--- src/rtl/core/pwot_pkg.sv ---
package pwot_pkg;

    localparam int SAMPLE_W = 14;
    localparam int RMS_W    = 13;
    localparam int WIN_W    = 10;
    localparam int FAULT_W  = 2;
    localparam int PEAK_AB_W = 14;
    localparam int PEAK_C_W  = 15;

    localparam int IN_DATA_W  = 32;
    localparam int IN_USER_W  = 1;
    localparam int OUT_DATA_W = 48;

    localparam int CFG_IDX_W  = 2;
    localparam int CFG_DATA_W = 13;

    // register indexes
    localparam logic [CFG_IDX_W-1:0] REG_RMS_TRIP  = 2'd0;
    localparam logic [CFG_IDX_W-1:0] REG_HARD_TRIP = 2'd1;
    localparam logic [CFG_IDX_W-1:0] REG_WIN_LEN   = 2'd2;

    localparam logic [RMS_W-1:0] RMS_TRIP_RST  = 13'd8191;
    localparam logic [RMS_W-1:0] HARD_TRIP_RST = 13'd100;
    localparam logic [WIN_W-1:0] WIN_LEN_RST   = 10'd300;

    localparam logic [FAULT_W-1:0] FAULT_NONE   = 2'd0;
    localparam logic [FAULT_W-1:0] FAULT_WINDOW = 2'd1;
    localparam logic [FAULT_W-1:0] FAULT_HARD   = 2'd2;

    // 0.4 / 1.414 in Q16, rounded up
    localparam logic [29:0] RMS_GAIN = 30'd18540;
    localparam logic [RMS_W-1:0] RMS_MAX = 13'd8191;

    typedef logic [RMS_W-1:0] rms_t;

    function automatic rms_t to_rms(input logic [PEAK_C_W-1:0] peak);
        logic [29:0] prod;
        begin
            prod = {15'd0, peak} * RMS_GAIN;
            if (prod[29:16] > {1'b0, RMS_MAX})
                to_rms = RMS_MAX;
            else
                to_rms = prod[28:16];
        end
    endfunction

endpackage

--- src/rtl/core/peak_window_overcurrent_trip.sv ---
// Throughput: one sample pair per cycle while the master side is not stalled;
// one input register, one compute stage (offset removal, peak hold, one
// constant multiply per phase, compares) and one result register.
// Reset (rst_n, asynchronous): offsets, peaks, window count, estimates and
// fault latch go to zero, registers to their defaults; no clearing pass.
module peak_window_overcurrent_trip (
    input  logic                           clk,
    input  logic                           rst_n,
    input  logic                           s_axis_tvalid,
    output logic                           s_axis_tready,
    // phase_u_mv[13:0], phase_w_mv[27:14], zero fill
    input  logic [pwot_pkg::IN_DATA_W-1:0] s_axis_tdata,
    // calibrate[0]
    input  logic [pwot_pkg::IN_USER_W-1:0] s_axis_tuser,
    output logic                           m_axis_tvalid,
    input  logic                           m_axis_tready,
    // rms_a[12:0], rms_b[25:13], rms_c[38:26], window_done[39], trip_now[40],
    // fault_code[42:41], zero fill
    output logic [pwot_pkg::OUT_DATA_W-1:0] m_axis_tdata,
    input  logic                           cfg_we,
    input  logic [pwot_pkg::CFG_IDX_W-1:0] cfg_index,
    input  logic [pwot_pkg::CFG_DATA_W-1:0] cfg_data
);
    import pwot_pkg::*;

    // configuration
    logic [RMS_W-1:0] rms_trip_reg;
    logic [RMS_W-1:0] hard_trip_reg;
    logic [WIN_W-1:0] win_len_reg;

    // input stage
    logic                in_valid_reg;
    logic [SAMPLE_W-1:0] in_u_reg;
    logic [SAMPLE_W-1:0] in_w_reg;
    logic                in_cal_reg;

    // state
    logic [SAMPLE_W-1:0]  offset_u_reg, offset_w_reg;
    logic [PEAK_AB_W-1:0] peak_a_reg, peak_b_reg;
    logic [PEAK_C_W-1:0]  peak_c_reg;
    logic [WIN_W-1:0]     count_reg;
    rms_t                 rms_a_reg, rms_b_reg, rms_c_reg;
    logic [FAULT_W-1:0]   fault_reg;

    // result stage
    logic               out_valid_reg;
    logic               out_done_reg;
    logic               out_trip_reg;

    logic advance;
    logic in_load;

    // compute
    logic [SAMPLE_W-1:0]  off_u, off_w;
    logic signed [14:0]   da, db;
    logic signed [15:0]   dc;
    logic [PEAK_AB_W-1:0] mag_a, mag_b;
    logic [PEAK_C_W-1:0]  mag_c;
    logic [PEAK_AB_W-1:0] peak_a_max, peak_b_max;
    logic [PEAK_C_W-1:0]  peak_c_max;
    logic [WIN_W-1:0]     count_inc;
    logic                 done;
    rms_t                 rms_a_new, rms_b_new, rms_c_new;
    rms_t                 rms_a_next, rms_b_next, rms_c_next;
    logic                 trip_window, trip_hard;
    logic [FAULT_W-1:0]   fault_next;

    assign advance       = in_valid_reg && (!out_valid_reg || m_axis_tready);
    assign s_axis_tready = !in_valid_reg || advance;
    assign in_load       = s_axis_tvalid && s_axis_tready;

    always_comb
    begin
        off_u = in_cal_reg ? in_u_reg : offset_u_reg;
        off_w = in_cal_reg ? in_w_reg : offset_w_reg;
        da = 15'(signed'(in_u_reg)) - 15'(signed'(off_u));
        db = 15'(signed'(in_w_reg)) - 15'(signed'(off_w));
        dc = 16'(da) + 16'(db);
        mag_a = da[14] ? 14'(-da) : da[13:0];
        mag_b = db[14] ? 14'(-db) : db[13:0];
        mag_c = dc[15] ? 15'(-dc) : dc[14:0];

        peak_a_max = (mag_a > peak_a_reg) ? mag_a : peak_a_reg;
        peak_b_max = (mag_b > peak_b_reg) ? mag_b : peak_b_reg;
        peak_c_max = (mag_c > peak_c_reg) ? mag_c : peak_c_reg;

        count_inc = count_reg + 10'd1;
        done      = (count_inc == win_len_reg);

        rms_a_new = to_rms({1'b0, peak_a_max});
        rms_b_new = to_rms({1'b0, peak_b_max});
        rms_c_new = to_rms(peak_c_max);

        rms_a_next = done ? rms_a_new : rms_a_reg;
        rms_b_next = done ? rms_b_new : rms_b_reg;
        rms_c_next = done ? rms_c_new : rms_c_reg;

        trip_window = done && ((rms_a_new > rms_trip_reg) || (rms_b_new > rms_trip_reg)
                               || (rms_c_new > rms_trip_reg));
        // hard check sees the estimates just latched on this sample
        trip_hard = (rms_a_next > hard_trip_reg) || (rms_b_next > hard_trip_reg)
                    || (rms_c_next > hard_trip_reg);

        if (trip_hard)
            fault_next = FAULT_HARD;
        else if (trip_window)
            fault_next = FAULT_WINDOW;
        else
            fault_next = fault_reg;
    end

    always_ff @(posedge clk or negedge rst_n)
    begin
        if (!rst_n)
        begin
            rms_trip_reg  <= RMS_TRIP_RST;
            hard_trip_reg <= HARD_TRIP_RST;
            win_len_reg   <= WIN_LEN_RST;
        end
        else if (cfg_we)
        begin
            case (cfg_index)
                REG_RMS_TRIP:  rms_trip_reg  <= cfg_data;
                REG_HARD_TRIP: hard_trip_reg <= cfg_data;
                REG_WIN_LEN:   win_len_reg   <= cfg_data[WIN_W-1:0];
                default:       ;
            endcase
        end
    end

    always_ff @(posedge clk or negedge rst_n)
    begin
        if (!rst_n)
        begin
            in_valid_reg  <= 1'b0;
            out_valid_reg <= 1'b0;
            offset_u_reg  <= '0;
            offset_w_reg  <= '0;
            peak_a_reg    <= '0;
            peak_b_reg    <= '0;
            peak_c_reg    <= '0;
            count_reg     <= '0;
            rms_a_reg     <= '0;
            rms_b_reg     <= '0;
            rms_c_reg     <= '0;
            fault_reg     <= FAULT_NONE;
        end
        else
        begin
            if (in_load)
                in_valid_reg <= 1'b1;
            else if (advance)
                in_valid_reg <= 1'b0;

            if (advance)
                out_valid_reg <= 1'b1;
            else if (m_axis_tready)
                out_valid_reg <= 1'b0;

            if (advance)
            begin
                offset_u_reg <= off_u;
                offset_w_reg <= off_w;
                peak_a_reg   <= done ? '0 : peak_a_max;
                peak_b_reg   <= done ? '0 : peak_b_max;
                peak_c_reg   <= done ? '0 : peak_c_max;
                count_reg    <= done ? '0 : count_inc;
                rms_a_reg    <= rms_a_next;
                rms_b_reg    <= rms_b_next;
                rms_c_reg    <= rms_c_next;
                fault_reg    <= fault_next;
            end
        end
    end

    // payload, no reset needed
    always_ff @(posedge clk)
    begin
        if (in_load)
        begin
            in_u_reg   <= s_axis_tdata[SAMPLE_W-1:0];
            in_w_reg   <= s_axis_tdata[2*SAMPLE_W-1:SAMPLE_W];
            in_cal_reg <= s_axis_tuser[0];
        end
        if (advance)
        begin
            out_done_reg <= done;
            out_trip_reg <= trip_window || trip_hard;
        end
    end

    assign m_axis_tvalid = out_valid_reg;
    assign m_axis_tdata  = {5'd0, fault_reg, out_trip_reg, out_done_reg,
                            rms_c_reg, rms_b_reg, rms_a_reg};

endmodule

--- config.mk ---
export PLATFORM = sky130hd
export DESIGN_NAME = peak_window_overcurrent_trip
export DESIGN_NICKNAME = d
export VERILOG_FILES = /design/src/rtl/core/pwot_pkg.sv /design/src/rtl/core/peak_window_overcurrent_trip.sv
export SDC_FILE = /design/constraint.sdc
export NUM_CORES = 1
export LEC_CHECK = 0
export BUFFER_PORTS_ARGS = -buffer_cell sky130_fd_sc_hd__buf_2
export CORE_ASPECT_RATIO = 0.9
export CORE_UTILIZATION = 58
export DETAILED_ROUTE_END_ITERATION = 8
export GPL_ROUTABILITY_DRIVEN = 0
export MAX_ROUTING_LAYER = met4
export PLACE_DENSITY = 0.87
export SLEW_MARGIN = 40
export SYNTH_ARGS = -nofsm -noshare
export SYNTH_HDL_FRONTEND = slang
export SYNTH_SLANG_ARGS = --single-unit
--- constraint.sdc ---
create_clock -name clk -period 15.46 [get_ports clk]
set_clock_uncertainty 0.2 [all_clocks]
set_input_delay 0.773 -clock clk [delete_from_list [all_inputs] [get_ports clk]]
set_output_delay 0.773 -clock clk [all_outputs]
set_load 0.03 [all_outputs]
== Word level (Yosys, flattened, before mapping) ==
Cells that the tools add are included.
Storage, ports and cells
  bits in registers: 191
  latch bits: 0
  bits in writable memories: 0
  bits in read-only memories: 0
  input bits: 53
  output and inout bits: 50
  word-level logic and storage cells: 85
  memories kept: 0
Operators by class
  $add $sub $neg: 7
  $mul: 3
  div/mod/pow operators: 0
  order comparisons: 10
  equality and inequality tests: 3
  shift operators: 0
  multiplexer cells: 22
  bitwise logic cells: 0
  reduce and logical (&&, ||, !) cells: 20
Operators by type and width (number)
  $mux W14: 8
  $gt A13 B13 Y1: 6
  $mul A14 B13 Y27 const B: 2
  $mux W13: 4
  $mux W15: 3
  $sub A14 B14 Y15: 2
  $gt A14 B14 Y1: 2
  $mul A15 B13 Y28 const B: 1
  $neg A14 Y14: 2
  $add A15 B15 Y16: 1
  $gt A15 B15 Y1: 1
  $neg A15 Y15: 1
  $gt A14 B13 Y1 const B: 1
  $add A10 B1 Y10 const B: 1
  $eq A10 B10 Y1: 1
  $mux W10: 1
  $reduce_and A2 Y1: 4
  $logic_or A1 B1 Y1: 7
  $reduce_bool A2 Y1: 3
  $mux W1: 4
  $mux W2: 2
  $logic_and A1 B1 Y1: 3
  $eq A2 B1 Y1 const B: 1
  $eq A2 B2 Y1 const B: 1
  other kinds (2): 3

== Logic depth before layout (Yosys ltp) ==
  depth after elaboration: 15
  depth in mapped cells: 71
  depth with buffers taken out: 63

== Worst setup path before layout ==
OpenSTA, ideal clock, no wires.
  kind: reg2reg
  from: register in_cal_reg
  to: register out_trip_reg (data pin)
  setup time: 277 ps
  arrival time: 13962 ps
  data required time: 14983 ps
  setup slack: 1021 ps
  stages on the path, launching flop included: 65
  clock period less this slack: 14439 ps
  path through: edfxtp_1 clkbuf_1 clkbuf_1 mux2i_1 ha_1 nor2b_1 o21a_1 nor2_1 xnor2_1 ha_1 o21ai_1 o21bai_1 a21oi_1 xor2_1 xnor2_1 or4_4 or3_4 or4b_4 [29 not listed] and2_1 a211o_1 buf_6 nand2_1 mux2_2 ha_1 nor2b_1 o21a_1 o21ai_0 nand2b_1 a21oi_1 o21ai_0 a21o_1 a21o_1 a21o_1 a21o_1 a221oi_1 o21ai_0
Between the ends
  longest elaborated chain between the ends: 14
RTL lines
  start, declared: RTL line peak_window_overcurrent_trip.sv:35  | logic in_cal_reg;
  start signal, assigned: RTL line peak_window_overcurrent_trip.sv:183  | in_cal_reg <= s_axis_tuser[0];
  $mux W14, on equally long branches: RTL line peak_window_overcurrent_trip.sv:74, peak_window_overcurrent_trip.sv:75
  $sub A14 B14 Y15, on equally long branches: RTL line peak_window_overcurrent_trip.sv:76, peak_window_overcurrent_trip.sv:77
  $add A15 B15 Y16 *: RTL line peak_window_overcurrent_trip.sv:78  | dc = 16'(da) + 16'(db);
  $neg A15 Y15: RTL line peak_window_overcurrent_trip.sv:81  | mag_c = dc[15] ? 15'(-dc) : dc[14:0];
  $mux W15 *: RTL line peak_window_overcurrent_trip.sv:81
  $gt A15 B15 Y1: RTL line peak_window_overcurrent_trip.sv:85  | peak_c_max = (mag_c > peak_c_reg) ? mag_c : peak_c_reg;
  $mux W15 *: RTL line peak_window_overcurrent_trip.sv:85
  $mul A15 B13 Y28 *: RTL line pwot_pkg.sv:39  | prod = {15'd0, peak} * RMS_GAIN;
  $gt A14 B13 Y1: RTL line pwot_pkg.sv:40  | if (prod[29:16] > {1'b0, RMS_MAX})
  $mux W13 *: RTL line pwot_pkg.sv:40
  $mux W13 *: RTL line peak_window_overcurrent_trip.sv:96  | rms_c_next = done ? rms_c_new : rms_c_reg;
  named net rms_c_next[1]: RTL line peak_window_overcurrent_trip.sv:64  | rms_t rms_a_next, rms_b_next, rms_c_next;
  $gt A13 B13 Y1 *: RTL line peak_window_overcurrent_trip.sv:102  | || (rms_c_next > hard_trip_reg);
  $logic_or A1 B1 Y1 *: RTL line peak_window_overcurrent_trip.sv:102
  $logic_or A1 B1 Y1 *: RTL line peak_window_overcurrent_trip.sv:188  | out_trip_reg <= trip_window || trip_hard;
  end signal, assigned: RTL line peak_window_overcurrent_trip.sv:188
  end, declared: RTL line peak_window_overcurrent_trip.sv:48  | logic out_trip_reg;
The timed path passes the listed nets; every way through them passes the cells marked *.
A chain may end at the register's enable or synchronous reset.

== Worst setup path in the final report ==
  from: register in_cal_reg
  to: register out_trip_reg (data pin)
Between the ends
  longest elaborated chain between the ends: 14
RTL lines
  $mux W14 *: RTL line peak_window_overcurrent_trip.sv:74  | off_u = in_cal_reg ? in_u_reg : offset_u_reg;
  named net off_u[0]: RTL line peak_window_overcurrent_trip.sv:54  | logic [SAMPLE_W-1:0] off_u, off_w;
  $sub A14 B14 Y15 *: RTL line peak_window_overcurrent_trip.sv:76  | da = 15'(signed'(in_u_reg)) - 15'(signed'(off_u));
  $add A15 B15 Y16 *: RTL line peak_window_overcurrent_trip.sv:78
  $neg A15 Y15: RTL line peak_window_overcurrent_trip.sv:81
  $mux W15 *: RTL line peak_window_overcurrent_trip.sv:81
  $gt A15 B15 Y1: RTL line peak_window_overcurrent_trip.sv:85
  $mux W15 *: RTL line peak_window_overcurrent_trip.sv:85
  $mul A15 B13 Y28 *: RTL line pwot_pkg.sv:39
  $gt A14 B13 Y1: RTL line pwot_pkg.sv:40
  $mux W13 *: RTL line pwot_pkg.sv:40
  $mux W13 *: RTL line peak_window_overcurrent_trip.sv:96
  named net rms_c_next[1]: RTL line peak_window_overcurrent_trip.sv:64
  $gt A13 B13 Y1 *: RTL line peak_window_overcurrent_trip.sv:102
  $logic_or A1 B1 Y1 *: RTL line peak_window_overcurrent_trip.sv:102
  $logic_or A1 B1 Y1 *: RTL line peak_window_overcurrent_trip.sv:188
Marks and branches as above.

==> flow_summary.yaml <==
worst_setup_path:
  slowest_delay_ps: 570
  cp.arrival_ps: 14750
  startpoint_type: "flip-flop"
  worstPathRequired_ps: 15470
  worst_setup_path_end_kind: "flip-flop"
  cp_slowest_cell: "o31ai_1"
  cpMostUsedCell: "ha_1"
  critPathMaxFanout: 18
  critical_path_class: "flip-flop to flip-flop"
floorplan:
  die_x_um: 214.4
  rows: 69
  dieArea_um2: 41390
  ios: 103
  start_util_pct: 59.27
  core_um2: 39710
  die_y_um: 193.1
timing:
  max_freq_mhz: 67.85
  setup_viol: 0
  rsz0062_at_grt: "no"
  period_share_pct: 95.33
  finalSetupTns_ps: 0
  max_slew_margin_pct: 42.28
  period_needed_ps: 14740
  slew_violations: 0
  final_hold_viol_count: 0
  worstMarginPinSlew_ps: 859.7
  setup_ws_ps: 722.5
  whs_ps: 155.9
synth:
  synth-async-reset-ratio_pct: 83.77
  ys_ff_latch: 191
  netlist_top_cells_area: "ha_1 (24%), dfrtp_1 (15%), fa_1 (8.9%)"
  synth_top_area_cell: "ha_1"
  yosysWarnings: 0
  synth.distinct_cells: 91
  synth_top_area_share_pct: 24.40
  synth_most_common_cell: "ha_1"
  ys_seq_area_share_pct: 21.07
  avgSynthCellArea_um2: 9.074
  synth_edf_count: 31
  ys.flop_type: "dfrtp_1"
  synth_common_cells: "ha_1 (459), inv_1 (395), nand2_1 (215)"
  synth_area_um2: 23540
  syn_inst: 2594
finish:
  fin_util_pct: 63.71
  n_antenna_cell: 0
  drive_gt1_share_pct: 11.84
  regArea_um2: 4960
  syn2layout_area_growth_pct: 7.495
  largest_reg_flops: 15
  final_nets: 3289
  fill_cells: 2996
  multiInputGateArea_um2: 16860
min_path:
  min_path_type: "input port to asynchronous set/reset pin"
cts:
  cts_tree: "done"
  clockBufferDepth: 2
  hold_buffers: 0
  cts_inserted_buffers: 17
  path_clk_slew_ps: 90
  clk_latency_ps: 480
  clock-root-buffer: "clkbuf_16"
  cts.sinks: 191
  h-tree-depth: 4
route:
  drtAntennaViolNets: 0
  num_vias: 19766
  first_iter_violations: 1718
  routed_wl_mm: 59.23
  firstDrtPassIters: 6
  drc_errors: 0
  vias_per_cell: 6.144
  avgRoutedWirePerCell_um: 18.41
outcome:
  status: "finished clean"
global_routing:
  grt_overflow: 0
  grt_pass1_wl_mm: 95.37
  gr-usage-all-layers_pct: 29.24
  antenna_found_initial: 0
  grt_max_degree: 84
  grt_pass1_vias: 20017
place:
  hpwl_mm: 47.19
  pre_cts_ws_ps: 258.3
  io_buffers: 93
flow_run:
  drv_cap: 0
cell families after synthesis:
family          after synthesis  synth area share, %
compound gates              551                15.21
mux                         146                6.713
simple gates                550                11.19
buf+inv                     470                7.697
fa+ha+maj                   566                33.42
other cells                   1              0.01593
flops                       191                21.07
xor+xnor                    119                4.683
layer usage:
| metal | wire length (um) | track usage (%) | up-vias |
|---|---|---|---|
| met4 | 2031 | 12.09 | 0 |
| met2 | 28960 | 50.91 | 891 |
| met5 | 0 | - | - |
| met3 | 4278 | 4.502 | 205 |
| met1 | 23960 | 33.91 | 9530 |
| li1 | - | - | 9140 |
worst max-delay path: cells and delay by family, from the launching register on:
kind | cells | cell delay (ps)
AND/OR/NAND/NOR | 10 | 1480
XOR/XNOR | 1 | 360
buffers and inverters | 7 | 700
AO/OA/AOI/OAI | 27 | 6700
multiplexers | 3 | 860
adder cells (fa/ha/maj) | 11 | 3790
flip-flops | 1 | 370
final cells by class:
type | instances | share of cell area (%)
multi-input cells | 1937 | 66.62
flip-flops and latches | 191 | 19.60
inverters | 399 | 5.919
repair buffers | 126 | 2.898
well taps | 532 | 2.631
clock buffers | 17 | 1.681
clock inverters | 15 | 0.6478
cell usage in the layout (no fill, tap or decap), types with 14 or more instances in the layout:
| cell type | netlist | routed |
|---|---|---|
| o21ai_1 | 14 | 15 |
| nand2b_1 | 21 | 21 |
| buf_2 | 8 | 92 |
| dfstp_2 | 20 | 20 |
| xor2_1 | 33 | 32 |
| nand3_1 | 45 | 45 |
| nor3_1 | 24 | 24 |
| xnor2_1 | 79 | 78 |
| nor2b_1 | 25 | 25 |
| a21o_1 | 62 | 62 |
| buf_4 | 8 | 31 |
| and3_1 | 14 | 14 |
| fa_1 | 105 | 105 |
| inv_1 | 395 | 394 |
| a31oi_1 | 17 | 17 |
| nand2_1 | 215 | 214 |
| edfxtp_1 | 31 | 31 |
| o211ai_1 | 17 | 17 |
| and2_1 | 16 | 16 |
| ha_1 | 459 | 459 |
| nand4_1 | 32 | 32 |
| o21a_1 | 56 | 55 |
| mux2i_1 | 51 | 51 |
| o22ai_1 | 25 | 25 |
| dfrtp_1 | 140 | 140 |
| clkbuf_16 | 0 | 17 |
| mux2_2 | 95 | 95 |
| nor2_1 | 100 | 98 |
| a21oi_1 | 109 | 107 |
| o31ai_1 | 18 | 18 |
| o21ai_0 | 136 | 135 |
through the flow:
| stage | cell area, um^2 | cells |
|---|---|---|
| finish | 25300 | 3217 |
| global route | 25300 | 3217 |
| CTS | 25200 | 3212 |
| detailed placement | 24610 | 3180 |
| global placement | 24590 | 3179 |
| floorplan | 23550 | 2598 |
timing repair:
item / CTS / global route
buffers inserted: 0 / 5
gates resized for setup: 0 / 12
setup endpoints to repair: 0 / 3
final timing paths:
| check | startpoint | endpoint | slack (ps) | cells after the start |
|---|---|---|---|---|
| max | in_cal_reg$_DFFE_PP_ | out_trip_reg$_DFFE_PP_ | 720 | 59 |
| min | rst_n | offset_u_reg[0]$_DFFE_PN0P_ | 160 | 1 |
| max reg2reg | in_cal_reg$_DFFE_PP_ | out_trip_reg$_DFFE_PP_ | 720 | 59 |
| min reg2reg | offset_w_reg[13]$_DFFE_PN0P_ | offset_w_reg[13]$_DFFE_PN0P_ | 290 | 2 |
| max in group asynchronous | rst_n | win_len_reg[4]$_DFFE_PN0P_ | 13630 | 2 |
| min in group clk | s_axis_tdata[27] | in_w_reg[13]$_DFFE_PP_ | 260 | 1 |
Power is left out: the tool's default activity adds up to more than one toggle a clock period on the data nets, which glitch-free logic cannot reach.
